--- src/rtl/string_hash_varying_multiplier_unit_assert.svh ---
// Assertion macros for the string hash unit.
// Included by files that carry concurrent checks; depends on nothing.
`ifndef STRING_HASH_VARYING_MULTIPLIER_UNIT_ASSERT_SVH
`define STRING_HASH_VARYING_MULTIPLIER_UNIT_ASSERT_SVH

// same-cycle implication
`define SHVM_ASSERT_IMP(name, clk, rst, ante, cons) \
   name: assert property (@(posedge clk) disable iff (rst) (ante) |-> (cons)) \
      else $error("shvm check failed");

// next-cycle implication
`define SHVM_ASSERT_NXT(name, clk, rst, ante, cons) \
   name: assert property (@(posedge clk) disable iff (rst) (ante) |=> (cons)) \
      else $error("shvm check failed");

`endif

--- src/rtl/shvm_pkg.sv ---
// Package for the string hash unit: field widths, hash constants, step codes
// and the microcode table. Depends on nothing.
package shvm_pkg;

   localparam int CH_WIDTH   = 8;
   localparam int HASH_WIDTH = 24;
   localparam int TS_WIDTH   = 25;

   localparam int unsigned HASH_SEED        = 31415;
   localparam int unsigned HASH_STEP        = 27183;
   localparam int unsigned SEED_WIDTH       = 15;
   localparam int unsigned TABLE_SIZE_RESET = 11;
   localparam int unsigned MOD_MIN          = 2;

   localparam int PC_WIDTH = 3;

   // microprogram step addresses
   localparam logic [PC_WIDTH-1:0] P_IDLE   = 3'd0;
   localparam logic [PC_WIDTH-1:0] P_NLOAD  = 3'd1;
   localparam logic [PC_WIDTH-1:0] P_NLOOP  = 3'd2;
   localparam logic [PC_WIDTH-1:0] P_NSTORE = 3'd3;
   localparam logic [PC_WIDTH-1:0] P_MLOAD  = 3'd4;
   localparam logic [PC_WIDTH-1:0] P_MLOOP  = 3'd5;
   localparam logic [PC_WIDTH-1:0] P_FOLD   = 3'd6;
   localparam logic [PC_WIDTH-1:0] P_EMIT   = 3'd7;

   // sequencer jump kinds
   localparam logic [2:0] J_NEXT     = 3'd0;
   localparam logic [2:0] J_GOTO     = 3'd1;
   localparam logic [2:0] J_LOOP     = 3'd2;
   localparam logic [2:0] J_LAST     = 3'd3;
   localparam logic [2:0] J_DISPATCH = 3'd4;
   localparam logic [2:0] J_EMIT     = 3'd5;

   typedef struct packed {
      logic                accept;
      logic                load_norm;
      logic                load_mul;
      logic                step;
      logic                mul;
      logic                store_norm;
      logic                fold;
      logic                emit;
      logic [2:0]          jump;
      logic [PC_WIDTH-1:0] target;
   } ctrl_word_type;

   function automatic ctrl_word_type ucode_rom(input logic [PC_WIDTH-1:0] pc);
      ctrl_word_type w;
      w = '0;
      case (pc)
         P_IDLE: begin
            w.accept = 1'b1;
            w.jump   = J_DISPATCH;
            w.target = P_IDLE;
         end
         P_NLOAD: begin
            w.load_norm = 1'b1;
            w.jump      = J_NEXT;
         end
         P_NLOOP: begin
            w.step   = 1'b1;
            w.jump   = J_LOOP;
            w.target = P_NLOOP;
         end
         P_NSTORE: begin
            w.store_norm = 1'b1;
            w.jump       = J_NEXT;
         end
         P_MLOAD: begin
            w.load_mul = 1'b1;
            w.jump     = J_NEXT;
         end
         P_MLOOP: begin
            w.step   = 1'b1;
            w.mul    = 1'b1;
            w.jump   = J_LOOP;
            w.target = P_MLOOP;
         end
         P_FOLD: begin
            w.fold   = 1'b1;
            w.jump   = J_LAST;
            w.target = P_IDLE;
         end
         P_EMIT: begin
            w.emit   = 1'b1;
            w.jump   = J_EMIT;
            w.target = P_IDLE;
         end
         default: begin
            w.jump   = J_GOTO;
            w.target = P_IDLE;
         end
      endcase
      return w;
   endfunction

endpackage

--- src/rtl/shvm_if.sv ---
// Valid/ready channel interfaces for the string hash unit: request,
// response and register write. Depends on shvm_pkg for field widths.
interface shvm_req_if import shvm_pkg::*; ();
   logic                valid;
   logic                ready;
   logic [CH_WIDTH-1:0] ch;
   logic                last;
   logic                is_empty;

   modport source (output valid, output ch, output last, output is_empty, input ready);
   modport sink (input valid, input ch, input last, input is_empty, output ready);
endinterface

interface shvm_rsp_if import shvm_pkg::*; ();
   logic                  valid;
   logic                  ready;
   logic [HASH_WIDTH-1:0] hash_value;

   modport source (output valid, output hash_value, input ready);
   modport sink (input valid, input hash_value, output ready);
endinterface

interface shvm_csr_if import shvm_pkg::*; ();
   logic                valid;
   logic                ready;
   logic [TS_WIDTH-1:0] data;

   modport source (output valid, output data, input ready);
   modport sink (input valid, input data, output ready);
endinterface

--- src/rtl/shvm_modstep.sv ---
// One step of a radix-2 modular multiply or reduce: (2r or r) + addend,
// brought back below the modulus. Standalone, no package dependency.
module shvm_modstep #(
   parameter int W = 24
) (
   input  logic [W-1:0] r,
   input  logic [W-1:0] addend,
   input  logic [W:0]   modulus,
   input  logic         dbl,
   output logic [W-1:0] r_next
);

   logic [W+1:0] t;
   logic [W+1:0] m1;
   logic [W+1:0] m2;
   logic [W+1:0] d1;
   logic [W+1:0] d2;

   always_comb begin
      t  = (dbl ? {1'b0, r, 1'b0} : (W+2)'(r)) + (W+2)'(addend);
      m1 = (W+2)'(modulus);
      m2 = {modulus, 1'b0};
      d1 = t - m1;
      d2 = t - m2;
      if (t >= m2) begin
         r_next = d2[W-1:0];
      end else if (t >= m1) begin
         r_next = d1[W-1:0];
      end else begin
         r_next = t[W-1:0];
      end
   end

endmodule

--- src/rtl/string_hash_varying_multiplier_unit.sv ---
// String hash with a varying multiplier, run by a microcoded sequencer.
// An inner character runs the LW-step radix-2 modular loop, LW = max(SIZE_WIDTH, 15)
// (24 at 24), shared by accumulator, multiplier and character, then a fold step.
// The first character of a string, or one after a table_size write, first reduces
// the operands (load, loop, store); the last adds an emit step, result registered.
// An empty item goes to emit with hash zero. Synchronous reset restores table_size 11.
`include "string_hash_varying_multiplier_unit_assert.svh"

module string_hash_varying_multiplier_unit import shvm_pkg::*; #(
   parameter int SIZE_WIDTH = 24
) (
   input logic         clock,
   input logic         reset,
   shvm_req_if.sink    req_bus,
   shvm_rsp_if.source  rsp_bus,
   shvm_csr_if.sink    csr_bus
);

   localparam int LW    = (SIZE_WIDTH > SEED_WIDTH) ? SIZE_WIDTH : SEED_WIDTH;
   localparam int CNT_W = $clog2(LW);
   localparam int CMP_W = (TS_WIDTH > SIZE_WIDTH + 1) ? TS_WIDTH : SIZE_WIDTH + 1;
   localparam logic [CNT_W-1:0]    LAST_CNT = CNT_W'(LW - 1);
   localparam logic [SIZE_WIDTH:0] MOD_MAX  = {1'b1, {SIZE_WIDTH{1'b0}}};

   ctrl_word_type cw;

   logic [PC_WIDTH-1:0]   pc_ff, pc_in;
   logic                  need_norm_ff, need_norm_in;
   logic                  rsp_valid_ff, rsp_valid_in;
   logic [HASH_WIDTH-1:0] rsp_hash_ff, rsp_hash_in;
   logic [SIZE_WIDTH-1:0] acc_ff, acc_in;
   logic [LW-1:0]         mult_ff, mult_in;
   logic [SIZE_WIDTH-1:0] amul_ff, amul_in;
   logic [SIZE_WIDTH:0]   mod_ff, mod_in;
   logic [SIZE_WIDTH:0]   mod1_ff, mod1_in;
   logic [LW-1:0]         sa_ff, sa_in;
   logic [LW-1:0]         sb_ff, sb_in;
   logic [LW-1:0]         sc_ff, sc_in;
   logic [SIZE_WIDTH-1:0] ra_ff, ra_in;
   logic [SIZE_WIDTH-1:0] rb_ff, rb_in;
   logic [SIZE_WIDTH-1:0] rc_ff, rc_in;
   logic [CNT_W-1:0]      cnt_ff, cnt_in;
   logic [CH_WIDTH-1:0]   ch_ff, ch_in;
   logic                  last_ff, last_in;
   logic                  empty_ff, empty_in;

   logic req_xfer;
   logic csr_xfer;
   logic out_busy;

   logic [SIZE_WIDTH-1:0] a_add, b_add, c_add;
   logic [SIZE_WIDTH-1:0] a_next, b_next, c_next;
   logic                  a_dbl;
   logic [SIZE_WIDTH+HASH_WIDTH-1:0] acc_wide;
   logic [CMP_W-1:0] ts_ext, max_ext, clamp_ext;

   assign cw        = ucode_rom(pc_ff);
   assign req_xfer  = req_bus.valid & req_bus.ready;
   assign csr_xfer  = csr_bus.valid & csr_bus.ready;
   assign out_busy  = rsp_valid_ff & ~rsp_bus.ready;
   assign acc_wide  = {{HASH_WIDTH{1'b0}}, acc_ff};

   assign req_bus.ready      = cw.accept;
   assign csr_bus.ready      = (pc_ff == P_IDLE);
   assign rsp_bus.valid      = rsp_valid_ff;
   assign rsp_bus.hash_value = rsp_hash_ff;

   always_comb begin
      a_dbl = ~cw.fold;
      if (cw.fold) begin
         a_add = rc_ff;
      end else if (sa_ff[LW-1]) begin
         a_add = cw.mul ? amul_ff : SIZE_WIDTH'(1);
      end else begin
         a_add = '0;
      end
      if (sb_ff[LW-1]) begin
         b_add = cw.mul ? mult_ff[SIZE_WIDTH-1:0] : SIZE_WIDTH'(1);
      end else begin
         b_add = '0;
      end
      c_add = SIZE_WIDTH'(sc_ff[LW-1]);
   end

   shvm_modstep #(.W(SIZE_WIDTH)) u_acc (
      .r(ra_ff), .addend(a_add), .modulus(mod_ff), .dbl(a_dbl), .r_next(a_next)
   );

   shvm_modstep #(.W(SIZE_WIDTH)) u_mult (
      .r(rb_ff), .addend(b_add), .modulus(mod1_ff), .dbl(1'b1), .r_next(b_next)
   );

   shvm_modstep #(.W(SIZE_WIDTH)) u_char (
      .r(rc_ff), .addend(c_add), .modulus(mod_ff), .dbl(1'b1), .r_next(c_next)
   );

   always_comb begin
      ts_ext  = CMP_W'(csr_bus.data);
      max_ext = CMP_W'(MOD_MAX);
      if (ts_ext < CMP_W'(MOD_MIN)) begin
         clamp_ext = CMP_W'(MOD_MIN);
      end else if (ts_ext > max_ext) begin
         clamp_ext = max_ext;
      end else begin
         clamp_ext = ts_ext;
      end
   end

   always_comb begin
      need_norm_in = need_norm_ff;
      rsp_valid_in = rsp_valid_ff;
      rsp_hash_in  = rsp_hash_ff;
      acc_in       = acc_ff;
      mult_in      = mult_ff;
      amul_in      = amul_ff;
      mod_in       = mod_ff;
      mod1_in      = mod1_ff;
      sa_in        = sa_ff;
      sb_in        = sb_ff;
      sc_in        = sc_ff;
      ra_in        = ra_ff;
      rb_in        = rb_ff;
      rc_in        = rc_ff;
      cnt_in       = cnt_ff;
      ch_in        = ch_ff;
      last_in      = last_ff;
      empty_in     = empty_ff;

      if (req_xfer) begin
         ch_in    = req_bus.ch;
         last_in  = req_bus.last;
         empty_in = req_bus.is_empty;
      end
      if (cw.load_norm) begin
         sa_in  = LW'(acc_ff);
         sb_in  = mult_ff;
         sc_in  = mult_ff;
         ra_in  = '0;
         rb_in  = '0;
         rc_in  = '0;
         cnt_in = LAST_CNT;
      end
      if (cw.load_mul) begin
         sa_in  = LW'(acc_ff);
         sb_in  = LW'(HASH_STEP);
         sc_in  = LW'(ch_ff);
         ra_in  = '0;
         rb_in  = '0;
         rc_in  = '0;
         cnt_in = LAST_CNT;
      end
      if (cw.step) begin
         ra_in  = a_next;
         rb_in  = b_next;
         rc_in  = c_next;
         sa_in  = {sa_ff[LW-2:0], 1'b0};
         sb_in  = {sb_ff[LW-2:0], 1'b0};
         sc_in  = {sc_ff[LW-2:0], 1'b0};
         cnt_in = cnt_ff - CNT_W'(1);
      end
      if (cw.store_norm) begin
         acc_in       = ra_ff;
         mult_in      = LW'(rb_ff);
         amul_in      = rc_ff;
         need_norm_in = 1'b0;
      end
      if (cw.fold) begin
         acc_in  = a_next;
         mult_in = LW'(rb_ff);
         amul_in = rb_ff;
      end
      if (rsp_valid_ff && rsp_bus.ready) begin
         rsp_valid_in = 1'b0;
      end
      if (cw.emit && !out_busy) begin
         rsp_valid_in = 1'b1;
         rsp_hash_in  = empty_ff ? '0 : acc_wide[HASH_WIDTH-1:0];
         acc_in       = '0;
         mult_in      = LW'(HASH_SEED);
         need_norm_in = 1'b1;
      end
      if (csr_xfer) begin
         mod_in       = clamp_ext[SIZE_WIDTH:0];
         mod1_in      = clamp_ext[SIZE_WIDTH:0] - (SIZE_WIDTH+1)'(1);
         need_norm_in = 1'b1;
      end
   end

   always_comb begin
      case (cw.jump)
         J_NEXT: begin
            pc_in = pc_ff + PC_WIDTH'(1);
         end
         J_GOTO: begin
            pc_in = cw.target;
         end
         J_LOOP: begin
            pc_in = (cnt_ff == '0) ? pc_ff + PC_WIDTH'(1) : cw.target;
         end
         J_LAST: begin
            pc_in = last_ff ? pc_ff + PC_WIDTH'(1) : cw.target;
         end
         J_DISPATCH: begin
            if (!req_xfer) begin
               pc_in = cw.target;
            end else if (req_bus.is_empty) begin
               pc_in = P_EMIT;
            end else if (need_norm_ff || csr_xfer) begin
               pc_in = P_NLOAD;
            end else begin
               pc_in = P_MLOAD;
            end
         end
         J_EMIT: begin
            pc_in = out_busy ? pc_ff : cw.target;
         end
         default: begin
            pc_in = P_IDLE;
         end
      endcase
   end

   always_ff @(posedge clock) begin
      if (reset) begin
         pc_ff        <= P_IDLE;
         need_norm_ff <= 1'b1;
         rsp_valid_ff <= 1'b0;
         acc_ff       <= '0;
         mult_ff      <= LW'(HASH_SEED);
         amul_ff      <= '0;
         mod_ff       <= (SIZE_WIDTH+1)'(TABLE_SIZE_RESET);
         mod1_ff      <= (SIZE_WIDTH+1)'(TABLE_SIZE_RESET - 1);
      end else begin
         pc_ff        <= pc_in;
         need_norm_ff <= need_norm_in;
         rsp_valid_ff <= rsp_valid_in;
         acc_ff       <= acc_in;
         mult_ff      <= mult_in;
         amul_ff      <= amul_in;
         mod_ff       <= mod_in;
         mod1_ff      <= mod1_in;
      end
   end

   always_ff @(posedge clock) begin
      rsp_hash_ff <= rsp_hash_in;
      sa_ff       <= sa_in;
      sb_ff       <= sb_in;
      sc_ff       <= sc_in;
      ra_ff       <= ra_in;
      rb_ff       <= rb_in;
      rc_ff       <= rc_in;
      cnt_ff      <= cnt_in;
      ch_ff       <= ch_in;
      last_ff     <= last_in;
      empty_ff    <= empty_in;
   end

   `SHVM_ASSERT_IMP(a_acc_reduced, clock, reset, (pc_ff == P_IDLE) && !need_norm_ff, ({1'b0, acc_ff} < mod_ff))
   `SHVM_ASSERT_IMP(a_mult_reduced, clock, reset, (pc_ff == P_IDLE) && !need_norm_ff, (mult_ff < mod1_ff))
   `SHVM_ASSERT_IMP(a_char_reduced, clock, reset, (pc_ff == P_FOLD), ({1'b0, rc_ff} < mod_ff))
   `SHVM_ASSERT_NXT(a_emit_restarts, clock, reset, (pc_ff == P_EMIT) && !out_busy, rsp_valid_ff && need_norm_ff && (pc_ff == P_IDLE))

endmodule
--- src/flat_wrapper.sv ---
// flat-port wrapper written by rule: the top's interface ports become plain ports
module string_hash_varying_multiplier_unit_flat import shvm_pkg::*;
#(
   parameter int SIZE_WIDTH = 24
)
  (clock, reset, req_bus_valid, req_bus_ch, req_bus_last, req_bus_is_empty, req_bus_ready, rsp_bus_valid, rsp_bus_hash_value, rsp_bus_ready, csr_bus_valid, csr_bus_data, csr_bus_ready);
  shvm_req_if req_bus_i ();
  shvm_rsp_if rsp_bus_i ();
  shvm_csr_if csr_bus_i ();
  input logic clock;
  input logic reset;
  input wire logic [$bits(req_bus_i.valid)-1:0] req_bus_valid;
  input wire logic [$bits(req_bus_i.ch)-1:0] req_bus_ch;
  input wire logic [$bits(req_bus_i.last)-1:0] req_bus_last;
  input wire logic [$bits(req_bus_i.is_empty)-1:0] req_bus_is_empty;
  output wire logic [$bits(req_bus_i.ready)-1:0] req_bus_ready;
  output wire logic [$bits(rsp_bus_i.valid)-1:0] rsp_bus_valid;
  output wire logic [$bits(rsp_bus_i.hash_value)-1:0] rsp_bus_hash_value;
  input wire logic [$bits(rsp_bus_i.ready)-1:0] rsp_bus_ready;
  input wire logic [$bits(csr_bus_i.valid)-1:0] csr_bus_valid;
  input wire logic [$bits(csr_bus_i.data)-1:0] csr_bus_data;
  output wire logic [$bits(csr_bus_i.ready)-1:0] csr_bus_ready;
  assign req_bus_i.valid = req_bus_valid;
  assign req_bus_i.ch = req_bus_ch;
  assign req_bus_i.last = req_bus_last;
  assign req_bus_i.is_empty = req_bus_is_empty;
  assign req_bus_ready = req_bus_i.ready;
  assign rsp_bus_valid = rsp_bus_i.valid;
  assign rsp_bus_hash_value = rsp_bus_i.hash_value;
  assign rsp_bus_i.ready = rsp_bus_ready;
  assign csr_bus_i.valid = csr_bus_valid;
  assign csr_bus_i.data = csr_bus_data;
  assign csr_bus_ready = csr_bus_i.ready;
  string_hash_varying_multiplier_unit #(.SIZE_WIDTH(SIZE_WIDTH)) u_core (.clock(clock), .reset(reset), .req_bus(req_bus_i), .rsp_bus(rsp_bus_i), .csr_bus(csr_bus_i));
endmodule
--- config.mk ---
export PLATFORM = sky130hd
export DESIGN_NAME = string_hash_varying_multiplier_unit_flat
export DESIGN_NICKNAME = d
export VERILOG_FILES = /design/src/rtl/shvm_pkg.sv /design/src/rtl/shvm_if.sv /design/src/rtl/shvm_modstep.sv /design/src/rtl/string_hash_varying_multiplier_unit.sv /design/src/flat_wrapper.sv
export VERILOG_INCLUDE_DIRS = /design/src /design/src/rtl
export SDC_FILE = /design/constraint.sdc
export NUM_CORES = 1
export LEC_CHECK = 0
export ABC_AREA = 1
export BUFFER_PORTS_ARGS = -buffer_cell sky130_fd_sc_hd__buf_2
export CAP_MARGIN = 15
export CORE_ASPECT_RATIO = 0.9
export CORE_UTILIZATION = 55
export DETAILED_ROUTE_END_ITERATION = 6
export MAX_ROUTING_LAYER = met4
export PLACE_DENSITY_LB_ADDON = 0.08
export RECOVER_POWER = 100
export SETUP_SLACK_MARGIN = 0.5
export SLEW_MARGIN = 20
export SYNTH_ARGS = -nofsm -noshare
export SYNTH_HDL_FRONTEND = slang
export SYNTH_SLANG_ARGS = --single-unit
--- constraint.sdc ---
create_clock -name clock -period 8.64 [get_ports clock]
set_input_delay 0 -clock clock [delete_from_list [all_inputs] [get_ports clock]]
set_output_delay 0 -clock clock [all_outputs]
set_load 0.05 [all_outputs]
==> results.yml, run 1 <==
logic_synthesis:
  synth.most_common_cell: "nand2_1"
  netlist_area_um2: 26000
  ys_types: 70
  synth-edff-count: 180
  synth-async-reset-ratio_pct: 0
  synthCells: 3677
  synth_warnings: 0
  synth.top_cells.by_count: "nand2_1 (870), inv_1 (463), a21oi_1 (382)"
  syn_nets: 3929
  synth_top_cell_area_share_pct: 20.8
  syn_area_per_cell_um2: 7.06
  synth_top_cell_by_area: "edfxtp_1"
  ys.flop_type: "edfxtp_1"
  synth-seq-cells: 310
  synthTopCellsByArea: "edfxtp_1 (21%), nand2_1 (13%), dfxtp_1 (10%)"
  synth-seq-area-share_pct: 30.8
placed_design:
  dp_hpwl_um: 72700
  portBuffers: 66
  gp_congestion: 1.10
setup_path:
  slowest_stage: "a21oi_4"
  path_max_fanout: 27
  ff2ff_path_depth: 28
  cp-start-kind: "flop"
  slowest_delay_ps: 690
  cp.required_ps: 8880
  critPathKind: "flop to flop"
  arrival_ps: 7950
  crit_buf_inv: 3
  critPathLaunch: "u_core.pc_ff[0]"
  crit-reg2reg-launch: "u_core.pc_ff[0]"
  critPathCaptureType: "flop"
  critical_path_depth: 28
  critical-path-top-delay-family: "simple AND/OR/NAND/NOR gates"
  cp_common_cell: "nand2_1"
sta:
  min_period_ps: 7710
  hold_viol: 0
  slew_headroom_pct: -172
  finalCritPeriodShare_pct: 89.3
  worst_pin_slew_ps: 4080
  finalClockSkew_ps: 17.8
  rsz0062_at_grt: "no"
  fmax_mhz: 130
  fin_tns_setup_ps: 0
  maxSlewViolCount: 338
  setup-violations-final: 0
drt:
  drt_pass1_iterations: 7
  detail_route.iter0.violations: 3168
  via_per_inst: 6.02
  drc: 0
  drt-wirelength-per-cell_um: 21.2
  routed_wirelength_um: 92400
  drt.antenna.violating_nets: 0
  vias: 26300
die:
  die_area_um2: 48100
  core_area_um2: 46600
  io-pin-count: 67
  start_util_pct: 55.7
  die_h_um: 208
  die_x_um: 231
  num_rows: 75
global_route:
  grt_max_degree: 84
  grt_usage_pct: 38.9
  antenna_found_initial: 1
  grt_pass1_wl_um: 140000
  grt-ovfl-total: 0
  grt_pass1_vias: 24500
clocking:
  insertion_delay_ps: 550
  clk_pin_slew_ps: 60
  cts.sinks: 310
  cts_setup_buffers: 0
  cts_buffers: 35
  cts_tree: "yes"
  h-tree-depth: 2
  cts-root-buf: "clkbuf_16"
  cts.path.max_buffers: 3
finish:
  seqCellArea_um2: 8010
  drive_above_1_share_pct: 5.41
  nets: 3975
  multi_input_area_um2: 15500
  area_growth_pct: 8.28
  nFillCells: 4394
hold_path:
  min_from: "reset"
  holdPathStages: 3
  hold_path_class: "primary input to flop"
run_status:
  failed_checks: "max-capacitance violations, max-slew violations"
  status: "complete, but fails checks"
job:
  drv_cap: 6
[registers in the layout (all words and copies together) (netlist names), 3 cells and up]
| signal | cells |
|---|---|
| u_core.mod1_ff | 25 |
| u_core.mod_ff | 25 |
| u_core.acc_ff | 24 |
| u_core.amul_ff | 24 |
| u_core.mult_ff | 24 |
| u_core.ra_ff | 24 |
| u_core.rb_ff | 24 |
| u_core.rc_ff | 24 |
| u_core.rsp_bus.hash_value | 24 |
| u_core.sa_ff | 24 |
| u_core.sb_ff | 24 |
| u_core.sc_ff | 24 |
| u_core.ch_ff | 8 |
| u_core.cnt_ff | 5 |
| u_core.pc_ff | 3 |
[cell type report]
class / count / area share, %
well taps: 616 / 2.74
repair buffers: 124 / 2.81
inverters: 472 / 6.32
clock buffers: 45 / 3.54
diodes: 1 / 0.00890
clock inverters: 19 / 0.779
flip-flops and latches: 310 / 28.5
multi-input cells: 2780 / 55.3
[stage by stage]
stage	hold WS, ps	setup slack [ps]	std cells	instance area, µm²	util [%]
final	37.1	926	4367	28100	60.3
after global routing	55.1	354	4367	28100	60.3
after CTS	11.4	1370	4366	28300	60.6
after detailed placement	179	1400	4264	26700	57.2
after global placement	181	1510	4264	26700	57.2
after floorplan	98.9	3340	3677	26000	-
[kinds of logic (layout without fill, tap and decap cells)]
kind of cell             after synthesis  count (layout)  synth area share (%)
buffers and inverters                587             660                  9.01
flip-flops                           310             310                  30.8
XOR/XNOR                             155             155                  5.23
adder cells (fa/ha/maj)              212             212                  10.4
AO/OA/AOI/OAI                        861             861                  18.5
AND/OR/NAND/NOR                     1552            1552                  25.9
other                                  0               1                     0
[worst reg2reg max path, delay by kind of cell, from the launching register on]
kind	cells	cell delay [ps]
DFF	1	480
xor gates and xnor gates	1	270
buffers and inverters	3	980
adders and majority gates	3	1010
and+or+nand+nor	16	2830
AOI/OAI and AO/OA	5	1830
[metal layers]
layer / wire [µm] / up-vias / track usage (%)
met3: 8910 / 171 / 6.11
li1: - / 12400 / -
met2: 41100 / 1392 / 59.5
met5: 0 / - / -
met4: 2900 / 0 / 11.9
met1: 39500 / 12300 / 52.7
[cells in the final DEF, fill, tap and decap left out, types with 6 or more instances in the layout]
cell type and instances:
inv_1 465, o22ai_1 10, or2_2 6, xnor2_1 57, o21a_1 13, a211oi_1 10
nor4_1 9, clkinv_1 6, edfxtp_1 180, buf_2 36, fa_1 8, xor2_1 98
dlygate4sd3_1 38, dfxtp_1 130, clkbuf_16 36, nor2_2 10, clkbuf_1 42, buf_4 11
nand2_1 872, o21ai_1 11, o211ai_1 28, a21o_1 32, o21bai_1 21, a31oi_1 14
nand2_2 25, nand4_1 45, nor3_1 49, nor2_1 291, nand3_1 200, o21ai_0 294
a21oi_2 11, ha_1 204, a21oi_1 387, nand3_2 13, clkbuf_8 6
[what timing repair did]
action,in CTS,in global routing
endpoints found under the hold margin,55,0
hold buffers,38,0
gates resized for setup,0,0
[final timing paths]
path / slack, ps / end
setup / recovery: 930 / u_core.ra_ff[23]
hold / removal: 40 / u_core.mod1_ff[6]
setup reg to reg: 930 / u_core.ra_ff[23]
hold reg to reg: 460 / u_core.mod_ff[12]
Power of run 1 is not shown: default switching activity piles up to over one toggle a cycle in this logic, so the estimate is an artifact.
==> inputs of run 2 (changes only) <==
--- a/config.mk
+++ b/config.mk
@@ -14,7 +14,7 @@
 export DETAILED_ROUTE_END_ITERATION = 6
 export MAX_ROUTING_LAYER = met4
 export PLACE_DENSITY_LB_ADDON = 0.08
-export RECOVER_POWER = 100
+export RECOVER_POWER = 25
 export SETUP_SLACK_MARGIN = 0.5
 export SLEW_MARGIN = 20
 export SYNTH_ARGS = -nofsm -noshare
==> run 2 against run 1 <==
Die area unchanged. Critical path type unchanged. Design area up 0.37%. The run ends with design-rule violations, max-capacitance violations, max-slew violations left. Hold slack better by 6.5 ps.
==> results.yml, run 2 (same netlist as run 1, synthesis figures left out) <==
finish:
  layout_commonest_cell: "nand2_1"
  fin_util_pct: 60.5
  seqCellArea_um2: 8010
  drive_above_1_share_pct: 5.97
  nFillCells: 4377
  nets: 3975
  final_cell_mix: "nand2_1 (869), inv_1 (464), a21oi_1 (382)"
  multi_input_area_um2: 15600
  top_regs: "u_core.mod1_ff (25), u_core.mod_ff (25)"
  area_growth_pct: 8.67
sta:
  finalCritPeriodShare_pct: 88.5
  setup-violations-final: 0
  maxSlewViolCount: 53
  rsz0062_at_grt: "no"
  slew_headroom_pct: -72.3
  fin_ws_ps: 991
  finalClockSkew_ps: 16.9
  hold_viol: 0
  fin_tns_setup_ps: 0
  worst_pin_slew_ps: 2580
  fmax_mhz: 131
  min_period_ps: 7650
clocking:
  cts.sinks: 310
  cts-root-buf: "clkbuf_16"
  cts_buffers: 35
  h-tree-depth: 2
  insertion_delay_ps: 550
  cts_tree: "yes"
  cts.path.max_buffers: 3
  cts_setup_buffers: 0
  cts_hold_buf: 38
  cts_resized: 0
  clk_pin_slew_ps: 60
die:
  die_area_um2: 48100
  io-pin-count: 67
  die_x_um: 231
  die_h_um: 208
  num_rows: 75
  core_area_um2: 46600
  start_util_pct: 55.7
setup_path:
  arrival_ps: 7900
  slowest_stage: "a21oi_4"
  slowest_delay_ps: 690
  critPathCaptureType: "flop"
  critPathKind: "flop to flop"
  critical-path-top-delay-family: "simple AND/OR/NAND/NOR gates"
  cp.required_ps: 8890
  cp_common_cell: "nand2_1"
  path_max_fanout: 27
  r2r_setup_slack_ps: 990
  ff2ff_path_depth: 26
  crit_buf_inv: 3
  crit-reg2reg-launch: "u_core.pc_ff[0]"
  cp-start-kind: "flop"
  r2r_end: "u_core.ra_ff[13]"
hold_path:
  min_from: "reset"
  worstHoldEndpoint: "u_core.mod1_ff[13]"
  hold_path_class: "primary input to flop"
  holdPathStages: 3
placed_design:
  dp_slack_ps: 1400
  gp_congestion: 1.10
  portBuffers: 66
  dp_hpwl_um: 72700
global_route:
  antenna_found_initial: 1
  grt_max_degree: 84
  grt_usage_pct: 38.9
  grt-ovfl-total: 0
  grt_pass1_wl_um: 140000
  grt_pass1_vias: 24500
drt:
  drc: 1
  drt_pass1_iterations: 7
  via_per_inst: 6.03
  routed_wirelength_um: 92400
  drt-wirelength-per-cell_um: 21.2
  detail_route.iter0.violations: 3313
  vias: 26300
  drt.antenna.violating_nets: 0
job:
  drv_cap: 1
run_status:
  failed_checks: "design-rule violations, max-capacitance violations, max-slew violations"
  status: "complete, but fails checks"
[run 2: worst max-delay path by stage]
stage	from	to	slack (ps)	cells after the start
finish	u_core.pc_ff[0]	u_core.ra_ff[13]	990	26
global route	u_core.pc_ff[0]	u_core.ra_ff[13]	450	30
floorplan	u_core.pc_ff[0]	u_core.cnt_ff[0]	3340	8
detailed placement	u_core.pc_ff[0]	u_core.ra_ff[13]	1400	28
global placement	u_core.pc_ff[0]	u_core.ra_ff[21]	1510	26
CTS	u_core.pc_ff[0]	u_core.ra_ff[23]	1370	28
[run 2: cell type report]
class	instances	area share (%)
Clock buffer	45	3.53
Multi-Input combinational cell	2780	55.4
Clock inverter	19	0.776
Antenna cell	1	0.00887
Inverter	472	6.29
Sequential cell	310	28.4
Tap cell	616	2.73
Timing Repair Buffer	124	2.89
[run 2: worst register-to-register path: stages (launching register included)]
cell and delay (ps):
dfxtp_1 480, ha_1 260, nand2_1 550, inv_1 400, nand3_1 650, o21ai_0 650
ha_1 290, nand2_1 180, nor2_1 270, nand2_1 130, nand2_4 140, nand2_2 60
nand2_2 120, xor2_1 420, ha_1 360, inv_1 90, o21bai_1 110, a21oi_1 220
nand2_1 100, nand2_1 70, nand3_1 140, nand2_1 130, nand2_2 80, a21oi_4 690
inv_2 410, nand3_1 250, a21oi_1 90
[run 2: routing by layer]
layer | global-route usage, % | routed length, µm
met1 | 52.7 | 39400
met2 | 59.5 | 41300
met3 | 6.11 | 8840
met4 | 11.9 | 2900
met5 | - | 0
[run 2: stage by stage]
step	cell area [µm²]	instances	hold slack, ps
4_1_cts	28300	4366	11.4
3_3_place_gp	26700	4264	181
2_1_floorplan	26000	3677	98.9
5_1_grt	28200	4367	55.1
6_report	28200	4367	43.6
3_5_place_dp	26700	4264	179
Power of run 2 is left out for the same reason.
